### src/hw/rtl/gsp_pkg.sv
`default_nettype none
// ----------------------------------------------------------------------------
// gsp_pkg: shared types and constants of the geometry string parser
// Item layouts, parser state record, token kinds, corner codes and limits.
// ----------------------------------------------------------------------------
package gsp_pkg;

   // Character codes that open a token
   localparam logic [7:0] CHAR_SIZE  = 8'h78;   // 'x'
   localparam logic [7:0] CHAR_PLUS  = 8'h2B;   // '+'
   localparam logic [7:0] CHAR_MINUS = 8'h2D;   // '-'
   localparam logic [7:0] CHAR_ZERO  = 8'h30;   // '0'
   localparam logic [7:0] CHAR_NINE  = 8'h39;   // '9'

   // Token limit and largest accepted value
   localparam logic [2:0]  MAX_TOKENS = 3'd4;
   localparam logic [30:0] VALUE_MAX  = 31'h7FFF_FFFF;
   localparam logic [31:0] UNSET      = 32'hFFFF_FFFF;

   // Token kinds
   localparam logic [1:0] KIND_SIZE  = 2'd0;
   localparam logic [1:0] KIND_PLUS  = 2'd1;
   localparam logic [1:0] KIND_MINUS = 2'd2;

   // Corner codes
   localparam logic [1:0] CORNER_TOP_LEFT     = 2'd0;
   localparam logic [1:0] CORNER_TOP_RIGHT    = 2'd1;
   localparam logic [1:0] CORNER_BOTTOM_LEFT  = 2'd2;
   localparam logic [1:0] CORNER_BOTTOM_RIGHT = 2'd3;

   // Input item
   typedef struct packed {
      logic [7:0] char_code;
      logic       end_of_string;
   } item_type;

   // Result item
   typedef struct packed {
      logic signed [31:0] height_value;
      logic signed [31:0] width_value;
      logic signed [31:0] y_offset;
      logic signed [31:0] x_offset;
      logic [1:0]         corner;
   } result_type;

   // Parser state
   typedef struct packed {
      logic [2:0]  token_count;
      logic        in_token;
      logic        digit_seen;
      logic [1:0]  token_kind;
      logic [30:0] accumulator;
      logic        acc_overflow;
      logic        stopped;
      logic [31:0] width_reg;
      logic [31:0] height_reg;
      logic [31:0] xoff_reg;
      logic [31:0] yoff_reg;
      logic [1:0]  corner_reg;
   } state_type;

   localparam state_type STATE_RESET = '{
      token_count:  3'd0,
      in_token:     1'b0,
      digit_seen:   1'b0,
      token_kind:   KIND_SIZE,
      accumulator:  31'd0,
      acc_overflow: 1'b0,
      stopped:      1'b0,
      width_reg:    UNSET,
      height_reg:   UNSET,
      xoff_reg:     UNSET,
      yoff_reg:     UNSET,
      corner_reg:   CORNER_TOP_LEFT
   };

endpackage : gsp_pkg
`default_nettype wire

### src/hw/rtl/gsp_in_reg.sv
`default_nettype none
// ----------------------------------------------------------------------------
// gsp_in_reg: input item register
// Holds one input item until the parser takes it; refills in the same cycle.
// ----------------------------------------------------------------------------
module gsp_in_reg (
   input  wire                   clock,
   input  wire                   reset,
   input  wire                   load,      // item accepted on the input side
   input  gsp_pkg::item_type     item,
   input  wire                   advance,   // parser takes the held item
   output logic                  valid,
   output gsp_pkg::item_type     held
);

   logic              vld_ff, vld_in;
   gsp_pkg::item_type item_ff;

   // Track occupancy
   always_comb begin
      vld_in = vld_ff;
      if (load) begin
         vld_in = 1'b1;
      end else if (advance) begin
         vld_in = 1'b0;
      end
   end

   always_ff @(posedge clock) begin
      if (reset) begin
         vld_ff <= 1'b0;
      end else begin
         vld_ff <= vld_in;
      end
   end

   // Capture payload
   always_ff @(posedge clock) begin
      if (load) begin
         item_ff <= item;
      end
   end

   assign valid = vld_ff;
   assign held  = item_ff;

endmodule : gsp_in_reg
`default_nettype wire

### src/hw/rtl/gsp_parser_core.sv
`default_nettype none
// ----------------------------------------------------------------------------
// gsp_parser_core: per-byte geometry token scanner
// Updates parser state from one item per cycle on advance, forms the result.
// ----------------------------------------------------------------------------
module gsp_parser_core (
   input  wire                   clock,
   input  wire                   reset,
   input  wire                   advance,
   input  gsp_pkg::item_type     item,
   output gsp_pkg::result_type   result
);

   gsp_pkg::state_type state_ff, state_in;
   gsp_pkg::state_type fin;

   // Append one decimal digit, saturating on overflow
   function automatic gsp_pkg::state_type add_digit(gsp_pkg::state_type s,
                                                    logic [3:0] d);
      logic [34:0] nxt;
      nxt = ({4'd0, s.accumulator} << 3) + ({4'd0, s.accumulator} << 1)
            + {31'd0, d};
      s.digit_seen = 1'b1;
      if (s.acc_overflow || (nxt > {4'd0, gsp_pkg::VALUE_MAX})) begin
         s.acc_overflow = 1'b1;
         s.accumulator  = gsp_pkg::VALUE_MAX;
      end else begin
         s.accumulator = nxt[30:0];
      end
      return s;
   endfunction

   // Complete the pending token: apply its value or stop on a fault
   function automatic gsp_pkg::state_type finish_token(gsp_pkg::state_type s);
      logic [31:0] val;
      val = {1'b0, s.accumulator};
      s.in_token = 1'b0;
      if (!s.digit_seen || s.acc_overflow) begin
         s.stopped = 1'b1;
      end else begin
         if (s.token_kind == gsp_pkg::KIND_SIZE) begin
            if (!s.width_reg[31]) begin
               s.height_reg = val;
            end else begin
               s.width_reg = val;
            end
         end else if (!s.xoff_reg[31]) begin
            s.yoff_reg = val;
            if (s.token_kind == gsp_pkg::KIND_MINUS) begin
               s.corner_reg = (s.corner_reg == gsp_pkg::CORNER_TOP_RIGHT) ?
                              gsp_pkg::CORNER_BOTTOM_RIGHT :
                              gsp_pkg::CORNER_BOTTOM_LEFT;
            end
         end else begin
            s.xoff_reg = val;
            if (s.token_kind == gsp_pkg::KIND_MINUS) begin
               s.corner_reg = gsp_pkg::CORNER_TOP_RIGHT;
            end
         end
         s.token_count = s.token_count + 3'd1;
         if (s.token_count >= gsp_pkg::MAX_TOKENS) begin
            s.stopped = 1'b1;
         end
      end
      return s;
   endfunction

   // Open a token on an operator or a leading digit
   function automatic gsp_pkg::state_type start_token(gsp_pkg::state_type s,
                                                      logic [7:0] c);
      logic is_digit;
      is_digit = (c >= gsp_pkg::CHAR_ZERO) && (c <= gsp_pkg::CHAR_NINE);
      if (s.token_count >= gsp_pkg::MAX_TOKENS) begin
         s.stopped = 1'b1;
      end else begin
         s.in_token     = 1'b1;
         s.digit_seen   = 1'b0;
         s.accumulator  = 31'd0;
         s.acc_overflow = 1'b0;
         if (c == gsp_pkg::CHAR_SIZE) begin
            s.token_kind = gsp_pkg::KIND_SIZE;
         end else if (c == gsp_pkg::CHAR_PLUS) begin
            s.token_kind = gsp_pkg::KIND_PLUS;
         end else if (c == gsp_pkg::CHAR_MINUS) begin
            s.token_kind = gsp_pkg::KIND_MINUS;
         end else if (is_digit) begin
            s.token_kind = gsp_pkg::KIND_SIZE;
            s = add_digit(s, 4'(c - gsp_pkg::CHAR_ZERO));
         end else begin
            s.in_token = 1'b0;
            s.stopped  = 1'b1;
         end
      end
      return s;
   endfunction

   // Next state for the item under work
   always_comb begin
      fin      = state_ff;
      state_in = state_ff;
      if (item.end_of_string) begin
         if (!state_ff.stopped && state_ff.in_token) begin
            fin = finish_token(state_ff);
         end
         state_in = gsp_pkg::STATE_RESET;
      end else if (!state_ff.stopped) begin
         if (state_ff.in_token && (item.char_code >= gsp_pkg::CHAR_ZERO) &&
             (item.char_code <= gsp_pkg::CHAR_NINE)) begin
            state_in = add_digit(state_ff, 4'(item.char_code - gsp_pkg::CHAR_ZERO));
         end else begin
            if (state_ff.in_token) begin
               state_in = finish_token(state_ff);
            end
            if (!state_in.stopped) begin
               state_in = start_token(state_in, item.char_code);
            end
         end
      end
   end

   always_ff @(posedge clock) begin
      if (reset) begin
         state_ff <= gsp_pkg::STATE_RESET;
      end else if (advance) begin
         state_ff <= state_in;
      end
   end

   // Result fields from the completed state
   assign result.corner       = fin.corner_reg;
   assign result.x_offset     = fin.xoff_reg;
   assign result.y_offset     = fin.yoff_reg;
   assign result.width_value  = fin.width_reg;
   assign result.height_value = fin.height_reg;

endmodule : gsp_parser_core
`default_nettype wire

### src/hw/rtl/gsp_out_reg.sv
`default_nettype none
// ----------------------------------------------------------------------------
// gsp_out_reg: result item register
// Holds one result until the consumer takes it.
// ----------------------------------------------------------------------------
module gsp_out_reg (
   input  wire                   clock,
   input  wire                   reset,
   input  wire                   load,
   input  gsp_pkg::result_type   result,
   input  wire                   take,     // consumer ready
   output logic                  free,     // register can take a result now
   output logic                  valid,
   output gsp_pkg::result_type   held
);

   logic                vld_ff, vld_in;
   gsp_pkg::result_type res_ff;

   assign free = !vld_ff || take;

   // Track occupancy
   always_comb begin
      vld_in = vld_ff;
      if (load) begin
         vld_in = 1'b1;
      end else if (take) begin
         vld_in = 1'b0;
      end
   end

   always_ff @(posedge clock) begin
      if (reset) begin
         vld_ff <= 1'b0;
      end else begin
         vld_ff <= vld_in;
      end
   end

   // Capture payload
   always_ff @(posedge clock) begin
      if (load) begin
         res_ff <= result;
      end
   end

   assign valid = vld_ff;
   assign held  = res_ff;

endmodule : gsp_out_reg
`default_nettype wire

### src/hw/rtl/geometry_spec_parser.sv
`default_nettype none
// ----------------------------------------------------------------------------
// geometry_spec_parser: streaming parser for window geometry strings
// Takes one byte per item, emits width, height, offsets and corner at the end.
//
//   channel  direction  payload                                  last
//   req_     in         tdata[7:0] char_code                     end_of_string
//   rsp_     out        tdata corner, x, y, width, height         -
//
// One item per cycle unless stalled; a byte reaches the parser in the cycle
// after acceptance and a result shows on rsp_ in the cycle after its end item
// is parsed. The per-byte update (multiply by ten, compare) sets the rate.
// Synchronous reset clears both item registers and the parser state.
// A stalled result holds back the next end item and the input behind it;
// bytes ahead of that end item keep flowing meanwhile.
// ----------------------------------------------------------------------------
module geometry_spec_parser (
   input  wire           clock,
   input  wire           reset,
   input  wire           req_tvalid,
   output logic          req_tready,
   input  wire  [7:0]    req_tdata,    // [7:0] char_code
   input  wire           req_tlast,    // end_of_string
   output logic          rsp_tvalid,
   input  wire           rsp_tready,
   output logic [135:0]  rsp_tdata     // [1:0] corner, [33:2] x_offset,
                                       // [65:34] y_offset, [97:66] width_value,
                                       // [129:98] height_value, [135:130] zero
);

   gsp_pkg::item_type   req_item;
   gsp_pkg::item_type   held_item;
   gsp_pkg::result_type core_result;
   gsp_pkg::result_type rsp_result;
   logic                in_valid;
   logic                out_free;
   logic                advance;
   logic                req_accept;

   assign req_item.char_code     = req_tdata;
   assign req_item.end_of_string = req_tlast;

   // Advance unless an end item waits for a full result register
   assign advance    = in_valid && (!held_item.end_of_string || out_free);
   assign req_tready = !in_valid || advance;
   assign req_accept = req_tvalid && req_tready;

   gsp_in_reg u_in_reg (
      .clock   (clock),
      .reset   (reset),
      .load    (req_accept),
      .item    (req_item),
      .advance (advance),
      .valid   (in_valid),
      .held    (held_item)
   );

   gsp_parser_core u_core (
      .clock   (clock),
      .reset   (reset),
      .advance (advance),
      .item    (held_item),
      .result  (core_result)
   );

   gsp_out_reg u_out_reg (
      .clock   (clock),
      .reset   (reset),
      .load    (advance && held_item.end_of_string),
      .result  (core_result),
      .take    (rsp_tready),
      .free    (out_free),
      .valid   (rsp_tvalid),
      .held    (rsp_result)
   );

   // Pack the result, first field lowest
   assign rsp_tdata = {6'd0, rsp_result.height_value, rsp_result.width_value,
                       rsp_result.y_offset, rsp_result.x_offset, rsp_result.corner};

endmodule : geometry_spec_parser
`default_nettype wire

### config.mk
export PLATFORM = sky130hd
export DESIGN_NAME = geometry_spec_parser
export DESIGN_NICKNAME = d
export VERILOG_FILES = /design/src/hw/rtl/gsp_pkg.sv /design/src/hw/rtl/gsp_in_reg.sv /design/src/hw/rtl/gsp_parser_core.sv /design/src/hw/rtl/gsp_out_reg.sv /design/src/hw/rtl/geometry_spec_parser.sv
export SDC_FILE = /design/constraint.sdc
export NUM_CORES = 1
export LEC_CHECK = 0
export ABC_AREA = 1
export BUFFER_PORTS_ARGS = -buffer_cell sky130_fd_sc_hd__buf_2
export CORE_MARGIN = 2
export CORE_UTILIZATION = 50
export CTS_BUF_LIST = sky130_fd_sc_hd__clkbuf_2
export DETAILED_ROUTE_END_ITERATION = 6
export HOLD_SLACK_MARGIN = 0.15
export PLACE_DENSITY = 0.69
export SYNTH_ARGS = -nofsm -noshare
export SYNTH_HDL_FRONTEND = slang
export SYNTH_SLANG_ARGS = --single-unit
### constraint.sdc
create_clock -name clock -period 4.55 [get_ports clock]
set_input_delay 0.6825 -clock clock [delete_from_list [all_inputs] [get_ports clock]]
set_output_delay 0.6825 -clock clock [all_outputs]
set_load 0.05 [all_outputs]
* Yosys cells after proc, flatten, opt, wreduce, memory -nomap -nowiden
Index checks and enable logic that the tools add are counted.
** Operators by class
- $add $sub $neg :: 4
- Order comparisons :: 6
- Equal/unequal tests :: 8
- Multiplexer cells :: 47
- Reductions and logical operators :: 23
** Operators by type and width (number)
- $mux W170 :: 7
- $mux W130 :: 4
- $mux W163 :: 3
- $mux W167 :: 1
- $mux W31 :: 4
- $mux W66 :: 1
- $mux W32 :: 2
- $mux W64 :: 1
- $mux W36 :: 1
- $add A34 B32 Y35 :: 1
- $add A35 B4 Y35 :: 1
- $gt A35 B31 Y1 const B :: 1
- $mux W35 :: 1
- $gt A4 B31 Y1 const B :: 1
- $mux W2 :: 9
- $eq A8 B6 Y1 const B :: 2
- $mux W1 :: 12
- $eq A8 B7 Y1 const B :: 1
- $ge A8 B6 Y1 const B :: 1
- $le A8 B6 Y1 const B :: 1
- $logic_and A1 B1 Y1 :: 7
- $ge A3 B3 Y1 const B :: 2
- $reduce_and A3 Y1 :: 2
- $logic_not A1 Y1 :: 5
- 11 further kinds :: 17
** Word-level totals
- Register bits after elaboration :: 311
- Input port bits :: 13
- Output and inout port bits :: 138
- Logic and storage cells :: 109

* Depth between registers and ports, before layout
Gate-level depths: netlist (run 1).
- Word-level depth :: 19
- Gate-level depth with buffers :: 21
- Gate-level depth less buffers :: 20

* By module
Synthesis (run 1) repeated with hierarchy kept, for this count alone.
** Unflattened totals
- Cell total of the unflattened synthesis :: 1925
- Area total of the unflattened synthesis :: 16316.9 µm²
** By module, submodules not included
- gsp_parser_core :: instances 1, cells an instance 1762, area each 11979.0 µm², sequential area each 3403.3 µm²
- gsp_out_reg :: instances 1, cells an instance 135, area each 3946.3 µm², sequential area each 3923.8 µm²
- gsp_in_reg :: instances 1, cells an instance 14, area each 310.3 µm², sequential area each 290.3 µm²
- geometry_spec_parser :: instances 1, cells an instance 14, area each 81.3 µm², sequential area each 0.0 µm²

* Worst setup path before layout (run 1)
OpenSTA, ideal clock, no wires.
- Path type :: input to register
- Start point :: input port rsp_tready
- End point :: register u_out_reg.res_ff, in the netlist u_out_reg.held[0] (enable)
- Library setup time :: 484 ps
- Arrival :: 3481 ps
- Data required time :: 4066 ps
- Path slack :: 585 ps
- Stages on the path :: 6
- Path buffers :: 0
- Cells stage by stage :: nor2_1 nand2_1 nand2_1 clkinv_1 nand2_1 inv_1
** On the way
- Longest elaborated chain between the ends :: 4
** RTL lines
- start, declared :: line geometry_spec_parser.sv:25 : input wire rsp_tready,
- $logic_or A1 B1 Y1 :: line gsp_out_reg.sv:20 : assign free = !vld_ff || take;
- $logic_or A1 B1 Y1 :: line geometry_spec_parser.sv:44 : assign advance = in_valid && (!held_item.end_of_string || out_free);
- $logic_and A1 B1 Y1 :: line geometry_spec_parser.sv:44
- $logic_and A1 B1 Y1 :: line geometry_spec_parser.sv:69 : .load (advance && held_item.end_of_string),
- net u_out_reg.load :: line gsp_out_reg.sv:9 : input wire load,
- end signal, assigned :: line gsp_out_reg.sv:43 : res_ff <= result;
- end, declared :: line gsp_out_reg.sv:18 : gsp_pkg::result_type res_ff;
The timed path passes the listed nets, and every way through them passes these cells.
A chain may end at the register's enable or synchronous reset.

* Worst setup path after layout (run 1)
- Start point :: register u_core.state_ff[134] (netlist bit)
- End point :: register u_core.state_ff[139] (netlist bit)
** On the way
- Longest elaborated chain between the ends :: 8
** RTL lines
- start, declared :: line gsp_parser_core.sv:14 : gsp_pkg::state_type state_ff, state_in;
- start signal, assigned :: line gsp_parser_core.sv:123 : state_ff <= gsp_pkg::STATE_RESET;
- start signal, assigned :: line gsp_parser_core.sv:125 : state_ff <= state_in;
- $add A34 B32 Y35 * :: line gsp_parser_core.sv:21 : nxt = ({4'd0, s.accumulator} << 3) + ({4'd0, s.accumulator} << 1)
- $add A35 B4 Y35 * :: line gsp_parser_core.sv:22 : + {31'd0, d};
- $gt A35 B31 Y1 :: line gsp_parser_core.sv:24 : if (s.acc_overflow || (nxt > {4'd0, gsp_pkg::VALUE_MAX})) begin
- $logic_or A1 B1 Y1 :: line gsp_parser_core.sv:24
- $mux W31 * :: line gsp_parser_core.sv:24
- $mux W170 * :: line gsp_parser_core.sv:107 : if (state_ff.in_token && (item.char_code >= gsp_pkg::CHAR_ZERO) &&
- $mux W170 * :: line gsp_parser_core.sv:106 : end else if (!state_ff.stopped) begin
- $mux W170 * :: line gsp_parser_core.sv:101 : if (item.end_of_string) begin
Mark *: on every way between the ends. The rest lies on a longest branch, timed or not. The select of a mux whose other input is x is not followed.

==> metrics.txt, run 1 <==
# TYPE chip_impl_metric gauge
chip_impl_metric{name="routedWlPerCell",unit="microns"} 18.0
chip_impl_info{name="synth_ff_type",value="sky130_fd_sc_hd__dfxtp_1"} 1
chip_impl_metric{name="wl",unit="microns"} 44300
chip_impl_metric{name="detail_route.first_pass.iterations",unit=""} 7
chip_impl_metric{name="floorplan.die.width",unit="microns"} 180
chip_impl_metric{name="placed_cells_incl_taps",unit=""} 2298
chip_impl_metric{name="effective_utilization_at_floorplan",unit="%"} 50.6
chip_impl_metric{name="synth_async_sr_flop_share",unit="%"} 0
chip_impl_info{name="timing.critical_path.slowest_stage_cell",value="sky130_fd_sc_hd__fa_1"} 1
chip_impl_metric{name="static-leakage-power",unit="nW"} 7.89
chip_impl_metric{name="critical-path-max-stage-delay",unit="ns"} 0.58
chip_impl_metric{name="clk_latency",unit="ns"} 0.90
chip_impl_metric{name="synthesis.area_per_instance",unit="sq um"} 8.35
chip_impl_info{name="outcome",value="finished with violations"} 1
chip_impl_metric{name="placement.io_buffers",unit=""} 144
chip_impl_metric{name="post-cts-setup-buffer-count",unit=""} 0
chip_impl_metric{name="grt_pass1_vias",unit=""} 12900
chip_impl_metric{name="fillers",unit=""} 2845
chip_impl_metric{name="design.die.area",unit="sq um"} 32300
chip_impl_metric{name="worst-r2r-cell-count",unit=""} 18
chip_impl_info{name="cts.root.buffer_cell",value="sky130_fd_sc_hd__clkbuf_2"} 1
chip_impl_info{name="setup.worst_path.start",value="u_core.state_ff[134]"} 1
chip_impl_metric{name="path_buf_inv",unit=""} 3
chip_impl_info{name="violated_checks",value="DRC"} 1
chip_impl_info{name="tritoncts",value="done"} 1
chip_impl_metric{name="synth_enable_flop_cells",unit=""} 139
chip_impl_metric{name="finalSetupViolations",unit=""} 0
chip_impl_info{name="critical_path.cell_chain",value="inv_1 > fa_1 > inv_1 > ha_1 > nand2_1 > nand2_1 > nand3_1 > nand2_1 > nand2_1 > nand2_1 > nand2_1 > nand3_1 > nand2_1 > nor2_1 > nand3_1 > buf_4 > o21ai_0 > a21oi_1"} 1
chip_impl_metric{name="finalNonFillerCells",unit=""} 2459
chip_impl_metric{name="design_power_total",unit="mW"} 5.51
chip_impl_metric{name="finalClockSkew",unit="ns"} 0.0698
chip_impl_metric{name="yosysUniqueCellTypes",unit=""} 44
chip_impl_info{name="start_kind",value="flop"} 1
chip_impl_info{name="critical_path.endpoint_type",value="flop"} 1
chip_impl_metric{name="postPlaceCellArea",unit="sq um"} 16300
chip_impl_info{name="timing_worst_setup_path_type",value="reg2reg"} 1
chip_impl_metric{name="syn-instance-count",unit=""} 1847
chip_impl_metric{name="area_growth_syn_to_layout",unit="%"} 11.7
chip_impl_info{name="timing.rr.start",value="u_core.state_ff[134]"} 1
chip_impl_metric{name="finalNetCount",unit=""} 2074
chip_impl_info{name="rsz0062_at_grt",value="false"} 1
chip_impl_metric{name="cts_buffers",unit=""} 81
chip_impl_metric{name="seq_area_frac_synth",unit="%"} 49.4
chip_impl_metric{name="route.detailed.drc",unit=""} 1
chip_impl_metric{name="worstHoldPathCells",unit=""} 3
chip_impl_metric{name="yosys_warnings",unit=""} 0
chip_impl_info{name="holdCritStartpoint",value="reset"} 1
chip_impl_metric{name="maxSlewHeadroom",unit="%"} 19.9
chip_impl_metric{name="num_rows",unit=""} 64
chip_impl_metric{name="ctsLongestPathBuffers",unit=""} 3
chip_impl_metric{name="worst_slew_pin_slew",unit="ns"} 1.20
chip_impl_metric{name="timing.critical_path.required",unit="ns"} 5.28
chip_impl_metric{name="cts_resized",unit=""} 0
chip_impl_metric{name="fraction_of_final_layout_cells_with_drive_strength_greater_than_1",unit="%"} 15.7
chip_impl_info{name="worst_path_most_repeated_cell",value="sky130_fd_sc_hd__nand2_1"} 1
chip_impl_metric{name="drt_first_iter_violations",unit=""} 1616
chip_impl_metric{name="synth-seq-cells",unit=""} 311
chip_impl_metric{name="hpwl_dp",unit="microns"} 29300
chip_impl_metric{name="finalCritPeriodShare",unit="%"} 73.8
chip_impl_info{name="r2r_end",value="u_core.state_ff[139]"} 1
chip_impl_metric{name="drv_cap",unit=""} 0
chip_impl_metric{name="io-pin-count",unit=""} 151
chip_impl_metric{name="clock_tree.htree_level_count",unit=""} 3
chip_impl_metric{name="die_height",unit="microns"} 180
chip_impl_metric{name="grt_first_pass_wirelength",unit="microns"} 69700
chip_impl_metric{name="combined_area_of_all_synthesized_cells",unit="sq um"} 15400
chip_impl_metric{name="grt-ovfl-total",unit=""} 0
chip_impl_metric{name="global_route.usage.total",unit="%"} 26.9
chip_impl_metric{name="grt_start_max_net_pins",unit=""} 74
chip_impl_metric{name="route.antenna.remaining_nets",unit=""} 0
chip_impl_metric{name="area_of_combinational_cells_with_multiple_inputs",unit="sq um"} 6610
chip_impl_metric{name="seq_area",unit="sq um"} 7620
chip_impl_metric{name="clock_sinks",unit=""} 311
chip_impl_info{name="hold_path.class",value="in2reg"} 1
chip_impl_metric{name="ir_drop",unit="mV"} 0.128
chip_impl_metric{name="arrival",unit="ns"} 4.09
chip_impl_metric{name="floorplan.core_area",unit="sq um"} 30500
chip_impl_metric{name="clkSlewWorstSetupHoldPaths",unit="ns"} 0.12
chip_impl_metric{name="final_standard_cell_area_without_fillers",unit="sq um"} 17200
chip_impl_info{name="worst_hold_path.endpoint",value="u_core.state_ff[147]"} 1
chip_impl_info{name="layout_commonest_cell",value="sky130_fd_sc_hd__nand2_1"} 1
chip_impl_metric{name="route.detailed.vias_per_inst",unit=""} 5.69
chip_impl_metric{name="vias",unit=""} 14000
chip_impl_metric{name="finalWeightedCongestion",unit=""} 0.922
chip_impl_metric{name="cts_hold_repair.buffers",unit=""} 12
chip_impl_info{name="cp_top_family",value="simple AND/OR/NAND/NOR gates"} 1
chip_impl_metric{name="crit_path_max_fanout",unit=""} 14
chip_impl_metric{name="timing.reg2reg.setup_slack",unit="ns"} 1.19
chip_impl_metric{name="count_of_endpoints_failing_hold_in_the_final_timing_report",unit=""} 0
chip_impl_metric{name="dpl_worst_slack",unit="ns"} 1.25
chip_impl_metric{name="holdWs",unit="ns"} 0.340
chip_impl_metric{name="timing.final.crit_period",unit="ns"} 3.36
chip_impl_metric{name="timing_max_transition_violations_final",unit=""} 0
chip_impl_metric{name="finalSetupTns",unit="ns"} 0
chip_impl_metric{name="antenna_violations_before_repair",unit=""} 2
chip_impl_metric{name="power_per_cell_area",unit="nW/um^2"} 320
chip_impl_metric{name="timing.final.ws_setup",unit="ns"} 1.19
chip_impl_metric{name="final_core_utilization",unit="%"} 56.5
chip_impl_info{name="final_cell_mix",value="sky130_fd_sc_hd__nand2_1 (363), sky130_fd_sc_hd__o21ai_0 (282), sky130_fd_sc_hd__a21oi_1 (203)"} 1
chip_impl_metric{name="fmax",unit="MHz"} 298
## worst reg2reg max path: stages, from the launching register on
cell and delay [ns]:
sky130_fd_sc_hd__dfxtp_1 0.48, sky130_fd_sc_hd__inv_1 0.20, sky130_fd_sc_hd__fa_1 0.58, sky130_fd_sc_hd__inv_1 0.06, sky130_fd_sc_hd__ha_1 0.26, sky130_fd_sc_hd__nand2_1 0.05
sky130_fd_sc_hd__nand2_1 0.10, sky130_fd_sc_hd__nand3_1 0.08, sky130_fd_sc_hd__nand2_1 0.12, sky130_fd_sc_hd__nand2_1 0.08, sky130_fd_sc_hd__nand2_1 0.20, sky130_fd_sc_hd__nand2_1 0.11
sky130_fd_sc_hd__nand3_1 0.10, sky130_fd_sc_hd__nand2_1 0.05, sky130_fd_sc_hd__nor2_1 0.11, sky130_fd_sc_hd__nand3_1 0.10, sky130_fd_sc_hd__buf_4 0.19, sky130_fd_sc_hd__o21ai_0 0.25
sky130_fd_sc_hd__a21oi_1 0.10
## flip-flops by register name (all words and copies together), names as in the netlist
name,cells
u_out_reg.valid,1
u_in_reg.valid,1
u_out_reg.held,130
u_core.state_ff,170
u_in_reg.held,9
## report_power, final
part | internal, mW | switching (mW) | total, mW
registers | 3.03 | 0.0525 | 3.08
logic | 0.131 | 0.354 | 0.485
clock network | 0.802 | 1.14 | 1.95
## cells in the mapped netlist, types with 3 or more instances
cell type / n / area (sq um)
sky130_fd_sc_hd__nand2_1: 364 / 1370
sky130_fd_sc_hd__o21ai_0: 282 / 1410
sky130_fd_sc_hd__a21oi_1: 203 / 1020
sky130_fd_sc_hd__inv_1: 187 / 702
sky130_fd_sc_hd__dfxtp_1: 172 / 3440
sky130_fd_sc_hd__edfxtp_1: 139 / 4170
sky130_fd_sc_hd__clkbuf_1: 78 / 293
sky130_fd_sc_hd__nor2_1: 73 / 274
sky130_fd_sc_hd__ha_1: 62 / 776
sky130_fd_sc_hd__o221ai_1: 56 / 490
sky130_fd_sc_hd__o21ai_1: 42 / 210
sky130_fd_sc_hd__o22ai_1: 40 / 250
sky130_fd_sc_hd__nand3_1: 18 / 90.1
sky130_fd_sc_hd__xor2_1: 18 / 158
sky130_fd_sc_hd__nor3_1: 13 / 65.1
sky130_fd_sc_hd__buf_1: 12 / 45.0
sky130_fd_sc_hd__buf_2: 11 / 55.1
sky130_fd_sc_hd__buf_4: 10 / 75.1
sky130_fd_sc_hd__xnor2_1: 9 / 78.8
sky130_fd_sc_hd__inv_2: 8 / 30.0
sky130_fd_sc_hd__nor2_2: 7 / 43.8
sky130_fd_sc_hd__o221ai_2: 5 / 75.1
sky130_fd_sc_hd__a31oi_1: 4 / 25.0
sky130_fd_sc_hd__o21bai_1: 4 / 30.0
sky130_fd_sc_hd__and3_1: 3 / 18.8
sky130_fd_sc_hd__nand4_1: 3 / 18.8
## layout make-up
class	instances	area share, %
Clock buffer	116	3.37
Timing Repair Buffer	177	5.87
Tap cell	396	2.88
Multi-Input combinational cell	1230	38.3
Sequential cell	311	44.2
Clock inverter	30	1.02
Inverter	196	4.29
Antenna cell	3	0.0436
## metal layers
metal	vias to the layer above	GRT usage [%]	part of all wire [%]
li1	6735	-	-
met2	584	42.6	46
met5	-	0	0
met4	0	9.85	2.8
met3	84	4.50	7.7
met1	6583	37.2	43
## worst max path at each step
stage / to / cells past startpoint / slack (ns)
floorplan: u_out_reg.held[0] / 6 / 0.59
global placement: u_core.state_ff[139] / 18 / 1.31
detailed placement: u_core.state_ff[139] / 18 / 1.25
CTS: u_core.state_ff[139] / 18 / 1.23
global route: u_core.state_ff[139] / 18 / 1.04
finish: u_core.state_ff[139] / 18 / 1.19
## cells by family after synthesis
logic type                 after synthesis  share of synthesized area [%]
buffers and inverters                  311                           8.01
DFF                                    311                           49.4
xor gates and xnor gates                27                           1.53
and+or+nand+nor                        489                           12.6
other                                    1                         0.0243
AOI/OAI and AO/OA                      644                           23.2
adders and majority gates               64                           5.29
Note: power is estimated with default switching activity, not from simulation.
==> run 2, diff against run 1 <==
--- a/config.mk
+++ b/config.mk
@@ -12,7 +12,7 @@
 export CTS_BUF_LIST = sky130_fd_sc_hd__clkbuf_2
 export DETAILED_ROUTE_END_ITERATION = 6
 export HOLD_SLACK_MARGIN = 0.15
-export PLACE_DENSITY = 0.69
+export PLACE_DENSITY = 0.72
 export SYNTH_ARGS = -nofsm -noshare
 export SYNTH_HDL_FRONTEND = slang
 export SYNTH_SLANG_ARGS = --single-unit
==> constraint.sdc (replaced) <==
create_clock -name clock -period 3 [get_ports clock]
set_input_delay 0.45 -clock clock [delete_from_list [all_inputs] [get_ports clock]]
set_output_delay 0.45 -clock clock [all_outputs]
set_load 0.05 [all_outputs]
==> run 2 against run 1 <==
The run now ends clean. Cell area increased by 3.5%. Final cell count increased by 2.0%. First-iteration DRC count down 5.3%. Highest routed layer unchanged.
==> metrics.txt, run 2 (synthesis gave the netlist of run 1 again) <==
# TYPE chip_impl_metric gauge
chip_impl_metric{name="routedWlPerCell",unit="microns"} 18.0
chip_impl_metric{name="power_per_cell_area",unit="nW/um^2"} 462
chip_impl_metric{name="fillers",unit=""} 2750
chip_impl_metric{name="finalNonFillerCells",unit=""} 2509
chip_impl_info{name="outcome",value="completed"} 1
chip_impl_metric{name="drt_first_iter_violations",unit=""} 1531
chip_impl_metric{name="maxSlewHeadroom",unit="%"} 42.9
chip_impl_metric{name="io-pin-count",unit=""} 151
chip_impl_metric{name="crit_path_max_fanout",unit=""} 7
chip_impl_info{name="critical_path.endpoint_type",value="flop"} 1
chip_impl_metric{name="grt_first_pass_wirelength",unit="microns"} 69800
chip_impl_metric{name="ctsLongestPathBuffers",unit=""} 3
chip_impl_info{name="timing_worst_setup_path_type",value="reg2reg"} 1
chip_impl_info{name="layout_commonest_cell",value="sky130_fd_sc_hd__nand2_1"} 1
chip_impl_metric{name="effective_utilization_at_floorplan",unit="%"} 50.6
chip_impl_metric{name="finalNetCount",unit=""} 2124
chip_impl_metric{name="ir_drop",unit="mV"} 0.206
chip_impl_metric{name="floorplan.core_area",unit="sq um"} 30500
chip_impl_metric{name="clk_latency",unit="ns"} 0.92
chip_impl_metric{name="wl",unit="microns"} 45100
chip_impl_metric{name="static-leakage-power",unit="nW"} 8.18
chip_impl_info{name="cts.root.buffer_cell",value="sky130_fd_sc_hd__clkbuf_2"} 1
chip_impl_metric{name="drv_cap",unit=""} 0
chip_impl_metric{name="clock_sinks",unit=""} 311
chip_impl_metric{name="timing.final.crit_period",unit="ns"} 2.91
chip_impl_metric{name="num_rows",unit=""} 64
chip_impl_info{name="tritoncts",value="done"} 1
chip_impl_metric{name="timing_max_transition_violations_final",unit=""} 0
chip_impl_metric{name="clock_tree.htree_level_count",unit=""} 3
chip_impl_info{name="registers.top_by_ff_count",value="u_core.state_ff"} 1
chip_impl_metric{name="final_core_utilization",unit="%"} 58.5
chip_impl_metric{name="grt-ovfl-total",unit=""} 0
chip_impl_metric{name="design.die.area",unit="sq um"} 32300
chip_impl_metric{name="finalWeightedCongestion",unit=""} 0.912
chip_impl_metric{name="finalSetupViolations",unit=""} 0
chip_impl_metric{name="route.antenna.remaining_nets",unit=""} 0
chip_impl_metric{name="vias",unit=""} 14100
chip_impl_metric{name="route.detailed.drc",unit=""} 0
chip_impl_metric{name="hpwl_dp",unit="microns"} 30400
chip_impl_metric{name="worst-r2r-cell-count",unit=""} 17
chip_impl_metric{name="arrival",unit="ns"} 3.61
chip_impl_metric{name="global_route.usage.total",unit="%"} 27.0
chip_impl_metric{name="worstHoldPathCells",unit=""} 2
chip_impl_metric{name="cts_buffers",unit=""} 78
chip_impl_metric{name="antenna_violations_before_repair",unit=""} 1
chip_impl_metric{name="detail_route.first_pass.iterations",unit=""} 5
chip_impl_metric{name="worst_slew_pin_slew",unit="ns"} 0.857
chip_impl_metric{name="finalCritPeriodShare",unit="%"} 97.1
chip_impl_metric{name="area_growth_syn_to_layout",unit="%"} 15.6
chip_impl_metric{name="die_height",unit="microns"} 180
chip_impl_metric{name="finalClockSkew",unit="ns"} 0.116
chip_impl_metric{name="count_of_endpoints_failing_hold_in_the_final_timing_report",unit=""} 0
chip_impl_metric{name="fraction_of_final_layout_cells_with_drive_strength_greater_than_1",unit="%"} 19.5
chip_impl_metric{name="floorplan.die.width",unit="microns"} 180
chip_impl_info{name="final_cell_mix",value="sky130_fd_sc_hd__nand2_1 (350), sky130_fd_sc_hd__o21ai_0 (258), sky130_fd_sc_hd__a21oi_1 (203)"} 1
chip_impl_metric{name="route.detailed.vias_per_inst",unit=""} 5.62
chip_impl_info{name="rsz0062_at_grt",value="true"} 1
chip_impl_info{name="hold_path.class",value="in2reg"} 1
chip_impl_metric{name="holdWs",unit="ns"} 0.281
chip_impl_metric{name="design_power_total",unit="mW"} 8.24
chip_impl_metric{name="placed_cells_incl_taps",unit=""} 2338
chip_impl_metric{name="clkSlewWorstSetupHoldPaths",unit="ns"} 0.10
chip_impl_metric{name="grt_start_max_net_pins",unit=""} 147
chip_impl_metric{name="grt_pass1_vias",unit=""} 13100
chip_impl_info{name="start_kind",value="flop"} 1
chip_impl_metric{name="largest_register_ff_count",unit=""} 170
chip_impl_metric{name="timing.critical_path.required",unit="ns"} 3.69
chip_impl_metric{name="placement.io_buffers",unit=""} 144
chip_impl_metric{name="fmax",unit="MHz"} 343
[run 2: what timing repair did]
item | in CTS | in global routing
gates cloned | 0 | 3
pin swaps | 0 | 7
hold buffers | 15 | 0
setup buffers | 1 | 6
endpoints found under the setup margin | 31 | 32
gates resized for setup | 1 | 62
hold endpoints to repair | 58 | 0
[run 2: critical path, stage by stage (launching register included)]
cell and delay, ns:
sky130_fd_sc_hd__dfxtp_2 0.35, sky130_fd_sc_hd__inv_2 0.05, sky130_fd_sc_hd__fa_1 0.55, sky130_fd_sc_hd__buf_4 0.12, sky130_fd_sc_hd__fa_2 0.24, sky130_fd_sc_hd__nor2_1 0.05, sky130_fd_sc_hd__or2_1 0.25, sky130_fd_sc_hd__nand2_1 0.08
sky130_fd_sc_hd__nand2_2 0.08, sky130_fd_sc_hd__nand2_1 0.08, sky130_fd_sc_hd__nand3_2 0.06, sky130_fd_sc_hd__nand2_1 0.07, sky130_fd_sc_hd__nand2_1 0.05, sky130_fd_sc_hd__nor2_2 0.14, sky130_fd_sc_hd__nand3_4 0.15, sky130_fd_sc_hd__buf_6 0.19
sky130_fd_sc_hd__o21ai_0 0.14, sky130_fd_sc_hd__a21oi_1 0.08
[run 2: cell type report]
class	instances	area, sq um	share of cell area (%)
antenna	2	5.00	0.0281
timing repair buffer	230	1530	8.58
tap	396	495	2.78
clock buffer	112	561	3.14
multi-input combinational	1230	6730	37.7
inverter	196	742	4.16
sequential	311	7620	42.7
clock inverter	32	154	0.863
[run 2: routing by layer]
metal | track usage [%] | routed length, microns | vias to the layer above
li1 | - | - | 6831
met1 | 37.0 | 19500 | 6573
met2 | 42.3 | 20500 | 602
met3 | 4.40 | 3360 | 101
met4 | 11.8 | 1670 | 0
met5 | 0 | 0 | -
[run 2: power by group]
group          leakage (nW)  switching, mW  internal, mW
sequential             2.54         0.0756          4.59
clock                 0.539           1.75          1.04
combinational          5.10          0.558         0.228
total                  8.18           2.38          5.86
[run 2: through the flow]
step | setup TNS (ns) | instance area (sq um) | setup slack (ns)
after floorplan | -21.29 | 15500 | -0.163
after global placement | 0 | 16700 | 0.0613
after detailed placement | -0.0552 | 16700 | -0.0153
after CTS | 0 | 17600 | 0.00334
after global routing | -0.754 | 17800 | -0.0384
final | 0 | 17800 | 0.0857
[run 2: final timing paths]
kind	endpoint	slack [ns]	from
hold reg to reg	u_core.state_ff[165]	0.47	u_core.state_ff[165]
hold / removal	u_in_reg.held[3]	0.28	req_tdata[2]
setup reg to reg	u_core.state_ff[135]	0.09	u_core.state_ff[134]
setup / recovery	u_core.state_ff[135]	0.09	u_core.state_ff[134]
